===== config.mk =====
export PLATFORM = sky130hd
export DESIGN_NAME = bnes_ram
export DESIGN_NICKNAME = d
export VERILOG_FILES = /design/src/budgeted_nearest_entity_select_unit_defines.svh /design/src/bnes_ram.sv
export SDC_FILE = /design/constraint.sdc
export NUM_CORES = 1
export LEC_CHECK = 0
export ABC_CLOCK_PERIOD_IN_PS = 1700
export BUFFER_PORTS_ARGS = -buffer_cell sky130_fd_sc_hd__clkbuf_2
export CAP_MARGIN = 25
export CORE_MARGIN = 10
export CORE_UTILIZATION = 50
export DETAILED_ROUTE_END_ITERATION = 7
export GPL_ROUTABILITY_DRIVEN = 0
export GPL_TIMING_DRIVEN = 1
export PLACE_DENSITY_LB_ADDON = 0.2
export SYNTH_ARGS = -nofsm -noshare
export SYNTH_HDL_FRONTEND = slang
export SYNTH_SLANG_ARGS = --single-unit
export TNS_END_PERCENT = 30

===== constraint.sdc =====
create_clock -name clk -period 1.7 [get_ports clk]
set_input_delay 0.085 -clock clk [delete_from_list [all_inputs] [get_ports clk]]
set_output_delay 0.085 -clock clk [all_outputs]
set_load 0.005 [all_outputs]

===== src/budgeted_nearest_entity_select_unit_defines.svh =====
// Assertion macros used by the back end RTL of the nearest entity select unit.
`ifndef BUDGETED_NEAREST_ENTITY_SELECT_UNIT_DEFINES_SVH
`define BUDGETED_NEAREST_ENTITY_SELECT_UNIT_DEFINES_SVH
`ifndef SYNTHESIS
`define BNES_ASSERT(lbl, clk, rst_n, prop) \
  lbl: assert property (@(posedge clk) disable iff (!rst_n) prop) \
    else $error("assertion failed");
`define BNES_ASSERT_ALWAYS(lbl, clk, prop) \
  lbl: assert property (@(posedge clk) prop) else $error("assertion failed");
`else
`define BNES_ASSERT(lbl, clk, rst_n, prop)
`define BNES_ASSERT_ALWAYS(lbl, clk, prop)
`endif
`endif


===== src/bnes_ram.sv =====
// Generic single write, single read RAM with registered read data.
module bnes_ram #(
  parameter int WIDTH = 8,
  parameter int DEPTH = 16
) (
  input  logic                     clk,
  input  logic                     we,
  input  logic [$clog2(DEPTH)-1:0] waddr,
  input  logic [WIDTH-1:0]         wdata,
  input  logic                     re,
  input  logic [$clog2(DEPTH)-1:0] raddr,
  output logic [WIDTH-1:0]         rdata
);
  logic [WIDTH-1:0] mem [DEPTH];
  logic [WIDTH-1:0] rdata_r;

  always_ff @(posedge clk) begin
    if (we) begin
      mem[waddr] <= wdata;
    end
    if (re) begin
      rdata_r <= mem[raddr];
    end
  end

  assign rdata = rdata_r;
endmodule


==> impl_metrics.toml <==
[run_status]
status = "finished, final reports clean"

[drt]
vias = 2460
ant_nets = 0
drt-met1-wl_mm = 4.07
drtIter0Drc = 161
met3_wirelength_um = 579
routed_wl_mm = 9.55
drc = 0
vias_per_cell = 5.59
dr.pass1.iters = 4
highest_layer = "met4"
wl_met2_mm = 4.79
wl_per_cell_um = 21.7

[yosys]
synth-compound-area-share = 0.0230
syn_nets = 248
synth_top_family_by_area = "multiplexers"
syn-cell-area_mm2 = 0.00523
synth_xor_area_frac = 0
ys_seq_area_frac = 0.781
ys_ff_latch = 136
synth-simple-area-share = 0.0314
post_synth_fa_ha_maj_area_fraction = 0
synth_cells = 229
synth_cell_type_count = 18
syn_avg_cell_area_um2 = 22.8
synth.area.mux_share = 0.148
ys.warnings.count = 0

[power]
p_leak_nw = 2.15
worst_ir_drop_vdd_mv = 0.636
power_density_mw_per_mm2 = 1210

[clocking]
cts_tree = "done"
root_buffer = "clkbuf_8"
clk_pin_slew_ps = 60
cts_buffers = 17
insertion_delay_ps = 520
cts_sinks = 136
htree_levels = 4
clock_path_buffers = 2

[critical_path]
r2r-end = "rdata[0]$_DFFE_PP_"
end_kind = "flop"
worstReg2RegStart = "mem[11][0]$_DFFE_PP_"
worstPathRequired_ps = 1950
path_max_fanout = 1
crit_end = "rdata[0]$_DFFE_PP_"
critPathLaunch = "mem[11][0]$_DFFE_PP_"
reg2reg_depth = 3
reg2reg_slack_ps = 230
arrival_ps = 1730
critical_path_class = "flop to flop"
cp-start-kind = "flop"

[grt]
grt_pass1_vias = 2651
antenna_found_initial = 0
grtUsageTotal = 0.141
gr-total-overflow = 0
grt_pass1_wl_mm = 15.1
grt_max_degree = 19

[placement]
port_buffers = 26
placed_cell_area_mm2 = 0.00566
place_hpwl_mm = 6.45
dp_worst_setup_slack_ps = -66.2

[timing]
finalSetupViolations = 0
worst_clock_skew_ps = 5.17
max_slew.worst_pin.slew_ps = 422
maxSlewHeadroom = 0.718
layout_worst_path_cycle_share = 0.868
fin_ws_ps = 225
min_period_ps = 1470
hold_viol_final = 0
rsz0062_at_grt = "false"
clock.fmax_mhz = 678
slew_viol_final = 0

[floorplan]
coreArea_mm2 = 0.0103
initial_core_util = 0.509
die_w_um = 122
rows = 37
die_area_mm2 = 0.0149
die_h_um = 122
ios = 27

[layout]
nets = 311
area_delta_synth_final_pct = 19.9
fin_area_mm2 = 0.00627
diodes = 0
drive_gt1_frac = 0.309

[hold_path]
hp-class = "primary input to flop"

[job]
maxCapViolCount = 0
-- cell families (layout without fill, tap and decap cells) --
logic type,after synthesis,after routing
flip-flops,136,136
AND/OR/NAND/NOR,35,35
buffers and inverters,10,85
AO/OA/AOI/OAI,16,16
multiplexers,32,32
-- state kept, by name (all words and copies together), names as in the netlist --
signal  cells
rdata       8
mem       128
-- how the worst min path moves through the flow --
stage / depth (start not counted) / start / end
global route: 1 / wdata[6] / mem[5][6]$_DFFE_PP_
finish: 1 / wdata[0] / mem[1][0]$_DFFE_PP_
global placement: 1 / rdata[4]$_DFFE_PP_ / rdata[4]
CTS: 1 / wdata[0] / mem[1][0]$_DFFE_PP_
floorplan: 0 / wdata[0] / mem[0][0]$_DFFE_PP_
detailed placement: 1 / rdata[4]$_DFFE_PP_ / rdata[4]
-- metrics by stage --
stage                     power [mW]  cells  TNS, ps  hold slack [ps]   util
final                           7.58    440        0             8.52  0.610
after global routing            7.82    440        0             13.6  0.610
after CTS                       7.64    440        0             5.37  0.610
after detailed placement        4.23    404    -66.2              493  0.551
after global placement          4.22    404    -21.7              495  0.551
after floorplan                 4.05    229        0              184      -
-- cell usage after synthesis, drive strengths merged --
cell / count / share of area
a22oi: 16 / 0.023
and2: 1 / 0.0012
and2b: 1 / 0.0014
buf: 7 / 0.011
clkdlybuf4s25: 3 / 0.0057
edfxtp: 136 / 0.78
mux4: 32 / 0.15
nand2: 9 / 0.0065
nand2b: 2 / 0.0024
nand3: 1 / 0.00096
nand3b: 2 / 0.0029
nor2: 13 / 0.0093
nor2b: 1 / 0.0012
nor3: 4 / 0.0038
or3b: 1 / 0.0017
-- worst max-delay path, cell delays in order (launching register included) --
cell	delay (ps)
edfxtp_1	360
mux4_2	480
a22oi_1	290
nand2_1	100
-- layout by cell type (no fill, tap or decap), types with 5 or more instances in the layout --
master	netlist	final
nor2_1	13	13
nand2_1	9	9
buf_4	1	19
mux4_2	18	18
a22oi_1	16	16
clkbuf_2	0	26
clkinv_2	0	5
edfxtp_1	136	136
clkbuf_16	0	16
dlygate4sd3_1	0	5
mux4_1	14	14
-- repair_timing --
action                     4_1_cts  5_1_grt
setup endpoints to repair        0        0
setup buffers                    0        0
hold buffers                     5        0
hold endpoints to repair        61        0
resized for setup                0        0
-- area by class of cell --
class | instances | area, um2
clock inverter | 12 | 134
tap | 136 | 170
sequential | 136 | 4080
fill | 739 | 4010
clock buffer | 19 | 422
timing repair buffer | 54 | 403
multi-input combinational | 83 | 1060
-- routing by layer --
metal / vias to the layer above / GRT usage
met5: - / 0
met4: 0 / 0.0508
met3: 10 / 0.0468
met2: 81 / 0.221
met1: 1260 / 0.181
li1: 1109 / -
-- where the power goes --
part	internal (mW)	total (mW)	switching, mW
Sequential	3.78	3.80	0.0197
Combinational	0.166	0.358	0.192
Clock	2.19	3.42	1.23
Note: power is estimated with default switching activity, not from simulation.
