[src/budgeted_nearest_entity_select_unit_defines.svh]
// Assertion macros used by the back end RTL of the nearest entity select unit.
`ifndef BUDGETED_NEAREST_ENTITY_SELECT_UNIT_DEFINES_SVH
`define BUDGETED_NEAREST_ENTITY_SELECT_UNIT_DEFINES_SVH
`ifndef SYNTHESIS
`define BNES_ASSERT(lbl, clk, rst_n, prop) \
  lbl: assert property (@(posedge clk) disable iff (!rst_n) prop) \
    else $error("assertion failed");
`define BNES_ASSERT_ALWAYS(lbl, clk, prop) \
  lbl: assert property (@(posedge clk) prop) else $error("assertion failed");
`else
`define BNES_ASSERT(lbl, clk, rst_n, prop)
`define BNES_ASSERT_ALWAYS(lbl, clk, prop)
`endif
`endif

[src/bnes_fifo.sv]
// Two-entry flop queue.
module bnes_fifo #(
  parameter int WIDTH = 8
) (
  input  logic             clk,
  input  logic             rst_n,
  input  logic             push,
  input  logic [WIDTH-1:0] wdata,
  output logic             full,
  input  logic             pop,
  output logic [WIDTH-1:0] rdata,
  output logic             empty
);
  logic [WIDTH-1:0] mem_r [2];
  logic             wptr_r;
  logic             rptr_r;
  logic [1:0]       cnt_r;
  logic             do_push;
  logic             do_pop;

  assign full    = (cnt_r == 2'd2);
  assign empty   = (cnt_r == 2'd0);
  assign do_push = push && !full;
  assign do_pop  = pop && !empty;
  assign rdata   = mem_r[rptr_r];

  always_ff @(posedge clk) begin
    if (do_push) begin
      mem_r[wptr_r] <= wdata;
    end
    if (!rst_n) begin
      wptr_r <= 1'b0;
      rptr_r <= 1'b0;
      cnt_r  <= 2'd0;
    end else begin
      if (do_push) begin
        wptr_r <= !wptr_r;
      end
      if (do_pop) begin
        rptr_r <= !rptr_r;
      end
      cnt_r <= cnt_r + {1'b0, do_push} - {1'b0, do_pop};
    end
  end
endmodule

[config.mk]
export PLATFORM = sky130hd
export DESIGN_NAME = bnes_fifo
export DESIGN_NICKNAME = d
export VERILOG_FILES = /design/src/budgeted_nearest_entity_select_unit_defines.svh /design/src/bnes_fifo.sv
export SDC_FILE = /design/constraint.sdc
export NUM_CORES = 1
export LEC_CHECK = 0
export ABC_AREA = 0
export BUFFER_PORTS_ARGS = -buffer_cell sky130_fd_sc_hd__buf_2
export CORE_ASPECT_RATIO = 1.1
export CORE_MARGIN = 1.5
export CORE_UTILIZATION = 35
export CTS_CLUSTER_DIAMETER = 40
export DETAILED_ROUTE_END_ITERATION = 10
export PLACE_DENSITY_LB_ADDON = 0.05
export RECOVER_POWER = 100
export SLEW_MARGIN = 20
export SYNTH_ARGS = -nofsm -noshare
export SYNTH_HDL_FRONTEND = slang
export SYNTH_SLANG_ARGS = --single-unit
[constraint.sdc]
create_clock -name clk -period 1.6 [get_ports clk]
set_input_delay 0.32 -clock clk [delete_from_list [all_inputs] [get_ports clk]]
set_output_delay 0.32 -clock clk [all_outputs]
set_load 0.1 [all_outputs]
==> reports/qor.csv <==
stage;metric;value;unit
cts;clk_path_buf_depth;2;
final_layout;syn2layout_area_growth;54.08;%
drt;wl_per_cell;12.99;um
floorplanning;core;0.002230;mm2
drt;postRouteAntennaNets;0;
synth;synth_area_leader_cell;edfxtp_1;
timing;maxSlewViolCount;0;
critical_path;timing.rr.start;cnt_r[1];
cts;cts_tree;done;
floorplanning;ios;22;
critical_path;max_stage_delay;0.34;ns
timing;finalCritPeriodShare;99.16;%
critical_path;worstPathMaxFanout;3;
place;dpl_cell_area;0.001020;mm2
synth;synth_area;812.0;um2
cts;cts_root_buffer;clkbuf_4;
synth;syn_nets;66;
synth;synth_flop_cell;edfxtp_1;
floorplanning;initial_core_util;36.42;%
global_route;grt_usage;10.54;%
synth;synth_top_area_share;59.17;%
synth;yosysWarningCount;0;
cts;numClockSinks;21;
floorplanning;dieArea;0.002618;mm2
cts;post_cts_buffers;0;
synth;synthCells;52;
global_route;grt_pass1_vias;471;
timing;fmax;0.6303;GHz
timing;fin_crit;1.587;ns
critical_path;critical_path_arrival;1.27;ns
synth;ys_ff_latch;21;
critical_path;cp-end-kind;output pin;
timing;setup_viol;0;
global_route;antenna_found_initial;0;
timing;finalSetupTns;0;ns
critical_path;worst_path_max_delay_cell;dfxtp_2;
synth;yosysMostFrequentCell;edfxtp_1;
synth;synth_cell_types;17;
global_route;grt_pass1_wl;2001;um
place;place_congestion;0.6944;
drt;vias;494;
critical_path;worstSetupPathType;flip-flop to output pin;
worst_hold_path;hp-class;primary input to flip-flop;
drt;drt_wl_total;1468;um
cts;clock_latency;0.29;ns
floorplanning;die_w;48.93;um
floorplanning;rows;18;
run_status;status;complete, no violations;
synth;seq_area_frac_synth;71.49;%
synth;yosys-top-cells-area;edfxtp_1, dfxtp_1, mux2_2;
drt;drc;0;
drt;drtIter0Drc;8;
timing;clock_skew;0.001254;ns
final_layout;drive_gt1_share;59.04;%
timing;worst_pin_slew;0.3953;ns
synth;synth_edf_count;16;
final_layout;num_antenna_cells;0;
synth;ys_top_cells_by_count;edfxtp_1, mux2_2, dfxtp_1, nor2_1, inv_1;
drt;first_pass_iters;3;
flow_run;maxCapViolCount;0;
global_route;grt_max_degree;12;
final_layout;final_net_count;98;
place;dp_hpwl;868.7;um
cts;h-tree-depth;1;
synth;avgSynthCellArea;15.62;um2
timing;hold_viol;0;
global_route;globalRouteOverflowTotal;0;
critical_path;cp_cell_sequence;buf_4 -> mux2_4 -> buf_12;
timing;rsz0062_at_grt;yes;
synth;async_reset_ff_share;0;%
critical_path;crit_required;1.28;ns
place;port_buffers;21;
cts;cts_hold_buf;0;
final_layout;stdcell_area;0.001251;mm2
drt;vias_per_cell;4.372;
critical_path;path_delay_family;flip-flops;
worst_hold_path;hp-start;wdata[0];
cts;cts_buffers;3;
critical_path;critPathBufInv;2;
timing;slew_headroom;73.64;%
critical_path;worst_setup_path_start_kind;flip-flop;
cts;clk_pin_slew_worst_paths;0.11;ns
floorplanning;die_h;53.52;um
-- final timing paths --
check,cells past startpoint,slack (ns),to
setup reg to reg,7,0.07,cnt_r[1]
hold reg to reg,2,0.50,wptr_r
hold / removal,1,0.20,mem_r[1][0]
setup / recovery,3,0.01,rdata[4]
-- state kept, by name (all words and copies together), names as in the netlist, named ones only --
name and count:
mem_r 16, cnt_r 2, rptr_r 1, wptr_r 1
-- cell usage in the layout (no fill, tap or decap), types with 2 or more instances in the layout --
| cell type | netlist | routed |
|---|---|---|
| edfxtp_1 | 16 | 16 |
| buf_2 | 1 | 9 |
| buf_12 | 0 | 9 |
| mux2_4 | 0 | 8 |
| buf_4 | 0 | 7 |
| nor2_1 | 5 | 4 |
| inv_1 | 3 | 3 |
| clkbuf_4 | 0 | 3 |
| clkbuf_1 | 0 | 3 |
| dfxtp_2 | 0 | 2 |
| dfxtp_1 | 5 | 2 |
-- kinds of logic (layout without fill, tap and decap cells) --
kind of cell	after synthesis	after routing	synth area share [%]
adders and majority gates	2	2	3.081
muxes	9	9	12.33
buffers and inverters	4	35	2.002
xor gates and xnor gates	2	2	2.158
DFF	21	21	71.50
AOI/OAI and AO/OA	1	1	1.079
and+or+nand+nor	13	13	7.859
-- layer usage --
| metal | vias up | wire, um | track usage (%) |
|---|---|---|---|
| li1 | 246 | - | - |
| met4 | 0 | 0 | 4.286 |
| met5 | - | 0 | 0 |
| met2 | 16 | 827 | 20.09 |
| met3 | 0 | 49 | 2.542 |
| met1 | 232 | 591 | 11.37 |
-- timing repair --
action                                  CTS  global route
cloned                                    0             0
endpoints found under the hold margin     0             0
pin swaps                                 0             3
endpoints found under the setup margin   10             9
resized for setup                        30            24
-- per-stage QoR --
step	setup WS [ns]	utilization [%]	cells	hold slack (ns)
final	0.01337	56.12	113	0.2044
after global placement	0.05430	45.74	109	0.4733
after global routing	-0.03821	56.12	113	0.1790
after detailed placement	0.008486	45.74	109	0.4843
after CTS	-0.04046	51.46	113	0.1979
after floorplan	0.03399	-	52	0.4189
-- layout make-up --
| cell class | count | area, um2 |
|---|---|---|
| clock buffers | 4 | 26.28 |
| fillers | 192 | 978.4 |
| inverters | 3 | 11.26 |
| multi-input cells | 27 | 292.8 |
| flip-flops and latches | 21 | 586.8 |
| well taps | 30 | 37.54 |
| repair buffers | 28 | 296.5 |
Power is not shown: default switching activity piles up to over one toggle a cycle in this logic, so the estimate is an artifact.
