**src/budgeted_nearest_entity_select_unit_defines.svh**
```systemverilog
// Assertion macros used by the back end RTL of the nearest entity select unit.
`ifndef BUDGETED_NEAREST_ENTITY_SELECT_UNIT_DEFINES_SVH
`define BUDGETED_NEAREST_ENTITY_SELECT_UNIT_DEFINES_SVH
`ifndef SYNTHESIS
`define BNES_ASSERT(lbl, clk, rst_n, prop) \
  lbl: assert property (@(posedge clk) disable iff (!rst_n) prop) \
    else $error("assertion failed");
`define BNES_ASSERT_ALWAYS(lbl, clk, prop) \
  lbl: assert property (@(posedge clk) prop) else $error("assertion failed");
`else
`define BNES_ASSERT(lbl, clk, rst_n, prop)
`define BNES_ASSERT_ALWAYS(lbl, clk, prop)
`endif
`endif

```
**src/bnes_pkg.sv**
```systemverilog
// Types and constants of the nearest entity select unit.
package bnes_pkg;
  localparam int STORE_DEPTH_DEF = 256;
  localparam int MAX_SELECT_DEF  = 64;
  localparam int DIST_W = 52;

  localparam logic [1:0] OP_START  = 2'd0;
  localparam logic [1:0] OP_ENTITY = 2'd1;
  localparam logic [1:0] OP_FINISH = 2'd2;

  localparam logic [1:0] REG_RADIUS   = 2'd0;
  localparam logic [1:0] REG_BUDGET   = 2'd1;
  localparam logic [1:0] REG_CAPACITY = 2'd2;

  typedef enum logic [1:0] {
    CMD_START,
    CMD_ENTITY,
    CMD_FINISH
  } cmd_kind_t;

  typedef struct packed {
    logic [1:0]         opcode;
    logic signed [23:0] coord_x;
    logic signed [23:0] coord_y;
    logic signed [23:0] coord_z;
    logic               dirty;
    logic [15:0]        ident;
    logic [15:0]        object_bytes;
  } in_item_t;

  typedef struct packed {
    logic        present;
    logic [15:0] selected_id;
    logic [6:0]  selected_count;
    logic [23:0] running_bytes;
    logic        last;
  } out_item_t;

  typedef struct packed {
    logic [DIST_W-1:0] range_sq;
    logic [15:0]       ident;
    logic [15:0]       nbytes;
  } entry_t;

  typedef struct packed {
    cmd_kind_t kind;
    entry_t    ent;
  } cmd_t;
endpackage

```
**src/bnes_front.sv**
```systemverilog
// Front end: takes items, holds the viewpoint, measures and filters entities.
module bnes_front (
  input  logic              clk,
  input  logic              rst_n,
  input  logic              in_push,
  output logic              in_full,
  input  bnes_pkg::in_item_t in_item,
  input  logic [23:0]       radius,
  output logic              cmd_push,
  output bnes_pkg::cmd_t    cmd_data,
  input  logic              cmd_full
);
  typedef enum logic [2:0] {
    S_IDLE, S_SQX, S_SQY, S_SQZ, S_SQR, S_CMP
  } state_t;

  state_t state_r;
  logic signed [23:0] view_x_r, view_y_r, view_z_r;
  logic [24:0] dx_r, dy_r, dz_r;
  logic [49:0] prod_r;
  logic [bnes_pkg::DIST_W-1:0] acc_r;
  logic        dirty_r;
  logic [15:0] ident_r, bytes_r;
  logic        accept;
  logic [24:0] mul_a;
  logic [24:0] mag_x, mag_y, mag_z;

  function automatic logic [24:0] mag(input logic signed [23:0] a,
                                      input logic signed [23:0] b);
    logic signed [24:0] d;
    d = 25'(a) - 25'(b);
    return d[24] ? 25'(-d) : 25'(d);
  endfunction

  assign in_full = (state_r != S_IDLE) || cmd_full;
  assign accept  = in_push && !in_full;
  assign mag_x   = mag(in_item.coord_x, view_x_r);
  assign mag_y   = mag(in_item.coord_y, view_y_r);
  assign mag_z   = mag(in_item.coord_z, view_z_r);

  always_comb begin
    unique case (state_r)
      S_SQX:   mul_a = dx_r;
      S_SQY:   mul_a = dy_r;
      S_SQZ:   mul_a = dz_r;
      default: mul_a = {1'b0, radius};
    endcase
  end

  always_comb begin
    cmd_push = 1'b0;
    cmd_data.kind = bnes_pkg::CMD_START;
    cmd_data.ent.range_sq = acc_r;
    cmd_data.ent.ident = ident_r;
    cmd_data.ent.nbytes = bytes_r;
    if (state_r == S_IDLE) begin
      if (accept && in_item.opcode == bnes_pkg::OP_START) begin
        cmd_push = 1'b1;
      end else if (accept && in_item.opcode == bnes_pkg::OP_FINISH) begin
        cmd_push = 1'b1;
        cmd_data.kind = bnes_pkg::CMD_FINISH;
      end
    end else if (state_r == S_CMP) begin
      cmd_data.kind = bnes_pkg::CMD_ENTITY;
      cmd_push = dirty_r && (acc_r <= bnes_pkg::DIST_W'(prod_r)) && !cmd_full;
    end
  end

  always_ff @(posedge clk) begin
    if (!rst_n) begin
      state_r  <= S_IDLE;
      view_x_r <= '0;
      view_y_r <= '0;
      view_z_r <= '0;
    end else begin
      unique case (state_r)
        S_IDLE: begin
          if (accept && in_item.opcode == bnes_pkg::OP_START) begin
            view_x_r <= in_item.coord_x;
            view_y_r <= in_item.coord_y;
            view_z_r <= in_item.coord_z;
          end else if (accept && in_item.opcode == bnes_pkg::OP_ENTITY) begin
            dx_r    <= mag_x;
            dy_r    <= mag_y;
            dz_r    <= mag_z;
            dirty_r <= in_item.dirty;
            ident_r <= in_item.ident;
            bytes_r <= in_item.object_bytes;
            state_r <= S_SQX;
          end
        end
        S_SQX: begin
          prod_r  <= mul_a * mul_a;
          state_r <= S_SQY;
        end
        S_SQY: begin
          acc_r   <= bnes_pkg::DIST_W'(prod_r);
          prod_r  <= mul_a * mul_a;
          state_r <= S_SQZ;
        end
        S_SQZ: begin
          acc_r   <= acc_r + bnes_pkg::DIST_W'(prod_r);
          prod_r  <= mul_a * mul_a;
          state_r <= S_SQR;
        end
        S_SQR: begin
          acc_r   <= acc_r + bnes_pkg::DIST_W'(prod_r);
          prod_r  <= mul_a * mul_a;
          state_r <= S_CMP;
        end
        S_CMP: begin
          if (!(dirty_r && (acc_r <= bnes_pkg::DIST_W'(prod_r))) || !cmd_full) begin
            state_r <= S_IDLE;
          end
        end
        default: state_r <= S_IDLE;
      endcase
    end
  end
endmodule

```
**config.mk**
```make
export PLATFORM = sky130hd
export DESIGN_NAME = bnes_front
export DESIGN_NICKNAME = d
export VERILOG_FILES = /design/src/budgeted_nearest_entity_select_unit_defines.svh /design/src/bnes_pkg.sv /design/src/bnes_front.sv
export SDC_FILE = /design/constraint.sdc
export NUM_CORES = 2
export LEC_CHECK = 0
export BUFFER_PORTS_ARGS = -buffer_cell sky130_fd_sc_hd__buf_4
export CAP_MARGIN = 10
export CELL_PAD_IN_SITES_DETAIL_PLACEMENT = 1
export CELL_PAD_IN_SITES_GLOBAL_PLACEMENT = 2
export CORE_MARGIN = 4
export CORE_UTILIZATION = 43
export CTS_CLUSTER_SIZE = 16
export DETAILED_ROUTE_END_ITERATION = 7
export PLACE_DENSITY_LB_ADDON = 0.1
export SLEW_MARGIN = 20
export SYNTH_ARGS = -nofsm -noshare
export SYNTH_HDL_FRONTEND = slang
export SYNTH_SLANG_ARGS = --single-unit
```
**constraint.sdc**
```tcl
create_clock -name clk -period 21.4 [get_ports clk]
set_clock_uncertainty 0.1 [all_clocks]
set_input_delay 2.14 -clock clk [delete_from_list [all_inputs] [get_ports clk]]
set_output_delay 2.14 -clock clk [all_outputs]
set_load 0.005 [all_outputs]
```
==> metrics.txt <==
# TYPE chip_impl_metric gauge
chip_impl_metric{name="m1_wire_length",unit="um"} 47350
chip_impl_metric{name="globalRouteOverflowTotal",unit=""} 0
chip_impl_metric{name="critical_path_peak_fanout",unit=""} 17
chip_impl_info{name="endpoint_of_the_most_critical_setup_path",value="prod_r[47]$_DFFE_PP_"} 1
chip_impl_metric{name="place_inst",unit=""} 5578
chip_impl_info{name="worst-setup-path-type",value="input port to register"} 1
chip_impl_metric{name="clkSinkCount",unit=""} 284
chip_impl_metric{name="syn-cell-area",unit="um^2"} 37690
chip_impl_info{name="r2r_end",value="prod_r[47]$_DFFE_PP_"} 1
chip_impl_info{name="yosys_top_cell_by_area",value="sky130_fd_sc_hd__fa_1"} 1
chip_impl_metric{name="synth-edff-count",unit=""} 209
chip_impl_metric{name="netlist-cell-type-count",unit=""} 100
chip_impl_metric{name="cp.required",unit="ns"} 21.60
chip_impl_metric{name="finalCritPeriodShare",unit="%"} 52.33
chip_impl_metric{name="mappedNetlistNets",unit=""} 5255
chip_impl_metric{name="flops_latches_synth",unit=""} 284
chip_impl_info{name="timing.hold.worst.class",value="register to register"} 1
chip_impl_metric{name="clock_tree.htree_level_count",unit=""} 2
chip_impl_info{name="cp-start-kind",value="input port"} 1
chip_impl_info{name="synth-main-ff-cell",value="sky130_fd_sc_hd__edfxtp_1"} 1
chip_impl_metric{name="ys_async_sr_fraction",unit="%"} 0
chip_impl_metric{name="drc",unit=""} 0
chip_impl_info{name="worstSetupEndpointType",value="register"} 1
chip_impl_metric{name="drtAntennaViolNets",unit=""} 0
chip_impl_metric{name="via_count_of_the_first_global_routing_pass",unit=""} 32090
chip_impl_metric{name="drv_cap",unit=""} 0
chip_impl_metric{name="die_w",unit="um"} 304.1
chip_impl_metric{name="achievable-frequency",unit="MHz"} 89.30
chip_impl_metric{name="detail_route.iter0.violations",unit=""} 1115
chip_impl_metric{name="fin_cells",unit=""} 5652
chip_impl_metric{name="ioPinCount",unit=""} 223
chip_impl_metric{name="drt_via_density",unit=""} 5.254
chip_impl_metric{name="wl_met3",unit="um"} 4129
chip_impl_metric{name="die_area",unit="um^2"} 92460
chip_impl_metric{name="r2r.worst_path.cells",unit=""} 33
chip_impl_info{name="dr.max_layer_used",value="met5"} 1
chip_impl_metric{name="final_layout_size_suffix_gt1_share",unit="%"} 8.816
chip_impl_metric{name="timing.reg2reg.setup_slack",unit="ns"} 10.66
chip_impl_info{name="synth_common_cells",value="877 x sky130_fd_sc_hd__inv_1, 469 x sky130_fd_sc_hd__fa_1, 448 x sky130_fd_sc_hd__nand2_1"} 1
chip_impl_metric{name="final_hold_violation_count",unit=""} 0
chip_impl_metric{name="coreArea",unit="um^2"} 86890
chip_impl_metric{name="clk-insertion-delay-late",unit="ns"} 0.60
chip_impl_metric{name="num_vias",unit=""} 29690
chip_impl_info{name="yosysMostFrequentCell",value="sky130_fd_sc_hd__inv_1"} 1
chip_impl_metric{name="pin_count_of_the_biggest_net_entering_global_routing",unit=""} 76
chip_impl_metric{name="report.final.slew_viol_count",unit=""} 0
chip_impl_metric{name="holdBufCountCts",unit=""} 0
chip_impl_metric{name="cp.arrival",unit="ns"} 11.40
chip_impl_metric{name="post-dp-hpwl",unit="um"} 92440
chip_impl_metric{name="antenna_violations_before_repair",unit=""} 5
chip_impl_metric{name="critPathMaxStageDelay",unit="ns"} 1.07
chip_impl_metric{name="tightest_slew",unit="ns"} 1.138
chip_impl_info{name="outcome",value="finished clean"} 1
chip_impl_info{name="timing.critical_path.slowest_stage_cell",value="sky130_fd_sc_hd__clkinv_1"} 1
chip_impl_metric{name="seq_area_frac_synth",unit="%"} 20.63
chip_impl_metric{name="initial_core_util",unit="%"} 43.38
chip_impl_info{name="cts.root.buffer_cell",value="sky130_fd_sc_hd__clkbuf_16"} 1
chip_impl_metric{name="rows",unit=""} 108
chip_impl_metric{name="cts_max_path_buffers",unit=""} 3
chip_impl_metric{name="avgSynthCellArea",unit="um^2"} 8.774
chip_impl_metric{name="flow.area_growth_from_synthesis",unit="%"} 11.60
chip_impl_metric{name="fp.dieH",unit="um"} 304.1
chip_impl_metric{name="tritoncts.num_buffers",unit=""} 38
chip_impl_metric{name="globalplace.congestion",unit=""} 0.8877
chip_impl_metric{name="combined_global_route_utilization_of_all_metal_layers",unit="%"} 24.33
chip_impl_metric{name="finalWorstPathRequiredPeriod",unit="ns"} 11.20
chip_impl_metric{name="post_cts_setup_repair_buffer_count",unit=""} 0
chip_impl_metric{name="post_cts_resize_count",unit=""} 0
chip_impl_metric{name="ys_warn_count",unit=""} 0
chip_impl_metric{name="setup_viol",unit=""} 0
chip_impl_info{name="yosys-top-cells-area",value="sky130_fd_sc_hd__fa_1 25%, sky130_fd_sc_hd__edfxtp_1 17%, sky130_fd_sc_hd__ha_1 12%"} 1
chip_impl_metric{name="detail_route.wl_per_cell",unit="um"} 20.12
chip_impl_metric{name="synth_cells",unit=""} 4296
chip_impl_info{name="worstSetupStartpoint",value="radius[8]"} 1
chip_impl_metric{name="synth_top_area_share",unit="%"} 24.91
chip_impl_metric{name="num-nets-final",unit=""} 5422
chip_impl_metric{name="finalWirelength",unit="um"} 113700
chip_impl_metric{name="met2RoutedLength",unit="um"} 59110
chip_impl_info{name="r2r_start",value="state_r[0]$_SDFFE_PN0P_"} 1
chip_impl_metric{name="drt_first_pass_iters",unit=""} 4
chip_impl_info{name="clock_tree_from_tritoncts",value="yes"} 1
chip_impl_metric{name="grt_pass1_wl",unit="um"} 178600
chip_impl_metric{name="portBuffers",unit=""} 222
chip_impl_metric{name="final.setup.tns",unit="ns"} 0
chip_impl_metric{name="timing.max_slew.rel_slack",unit="%"} 24.12
chip_impl_info{name="grt_setup_unrepaired",value="false"} 1
chip_impl_metric{name="clk_pin_slew_worst_paths",unit="ns"} 0.06
-- critical path: cells and delay by family --
| kind | cells | cell delay, ns |
|---|---|---|
| simple gates | 6 | 1.46 |
| compound gates | 6 | 2.30 |
| fa+ha+maj | 8 | 3.86 |
| buf+inv | 9 | 1.63 |
-- how the worst min path moves through the flow --
stage                         startpoint                   endpoint  slack, ns  depth (start not counted)
2_1_floorplan  view_x_r[10]$_SDFFE_PN0P_  view_x_r[10]$_SDFFE_PN0P_       0.34                          2
5_1_grt        view_z_r[19]$_SDFFE_PN0P_  view_z_r[19]$_SDFFE_PN0P_       0.37                          2
6_report       view_z_r[19]$_SDFFE_PN0P_  view_z_r[19]$_SDFFE_PN0P_       0.35                          2
3_5_place_dp   view_z_r[17]$_SDFFE_PN0P_  view_z_r[17]$_SDFFE_PN0P_       0.35                          2
4_1_cts        view_z_r[17]$_SDFFE_PN0P_  view_z_r[17]$_SDFFE_PN0P_       0.35                          2
3_3_place_gp    view_z_r[3]$_SDFFE_PN0P_   view_z_r[3]$_SDFFE_PN0P_       0.34                          2
-- sequential cells by signal, summed over array words and instances, names as in the netlist --
name	flops
view_y_r	24
view_x_r	24
state_r	3
acc_r	52
ident_r	16
dy_r	25
dz_r	25
bytes_r	16
dx_r	25
prod_r	49
dirty_r	1
view_z_r	24
-- per-stage QoR --
step	area [um^2]	hold WS (ns)	setup WS [ns]	util, %
finish	42070	0.3536	10.20	48.41
global route	42050	0.3689	9.873	48.40
CTS	42050	0.3547	10.33	48.40
detailed placement	40650	0.3468	9.747	46.78
global placement	40650	0.3427	9.892	46.78
floorplan	37690	0.3363	10.86	-
-- area by class of cell --
class                      count  area, um^2
fill                       10240       44820
tap                         1155        1445
antenna                        5       12.51
inverter                     881        3307
clock buffer                  40       958.4
timing repair buffer         267        2004
sequential                   284        7779
clock inverter                29       449.2
multi-input combinational   2991       26110
-- kinds of logic after synthesis --
group | synth area share (%)
adders and majority gates | 36.69
DFF | 20.63
muxes | 0.8929
xor gates and xnor gates | 5.062
and+or+nand+nor | 13.06
AOI/OAI and AO/OA | 13.42
buffers and inverters | 10.23
-- per-layer routing --
layer / GRT usage [%] / vias up
li1: - / 14200
met1: 29.81 / 14880
met2: 45.21 / 463
met3: 2.923 / 143
met4: 6.361 / 2
met5: 0 / -
-- cells in the final DEF (no fill, tap or decap), types with 50 or more instances in the layout --
cell type	instances
sky130_fd_sc_hd__inv_1	876
sky130_fd_sc_hd__fa_1	469
sky130_fd_sc_hd__nand2_1	448
sky130_fd_sc_hd__nor2_1	366
sky130_fd_sc_hd__ha_1	355
sky130_fd_sc_hd__a21oi_1	301
sky130_fd_sc_hd__buf_4	267
sky130_fd_sc_hd__edfxtp_1	209
sky130_fd_sc_hd__xnor2_1	168
sky130_fd_sc_hd__o21ai_0	150
sky130_fd_sc_hd__a21o_1	77
sky130_fd_sc_hd__dfxtp_1	74
sky130_fd_sc_hd__nor3_1	50
Power is not shown: default switching activity piles up to over one toggle a cycle in this logic, so the estimate is an artifact.
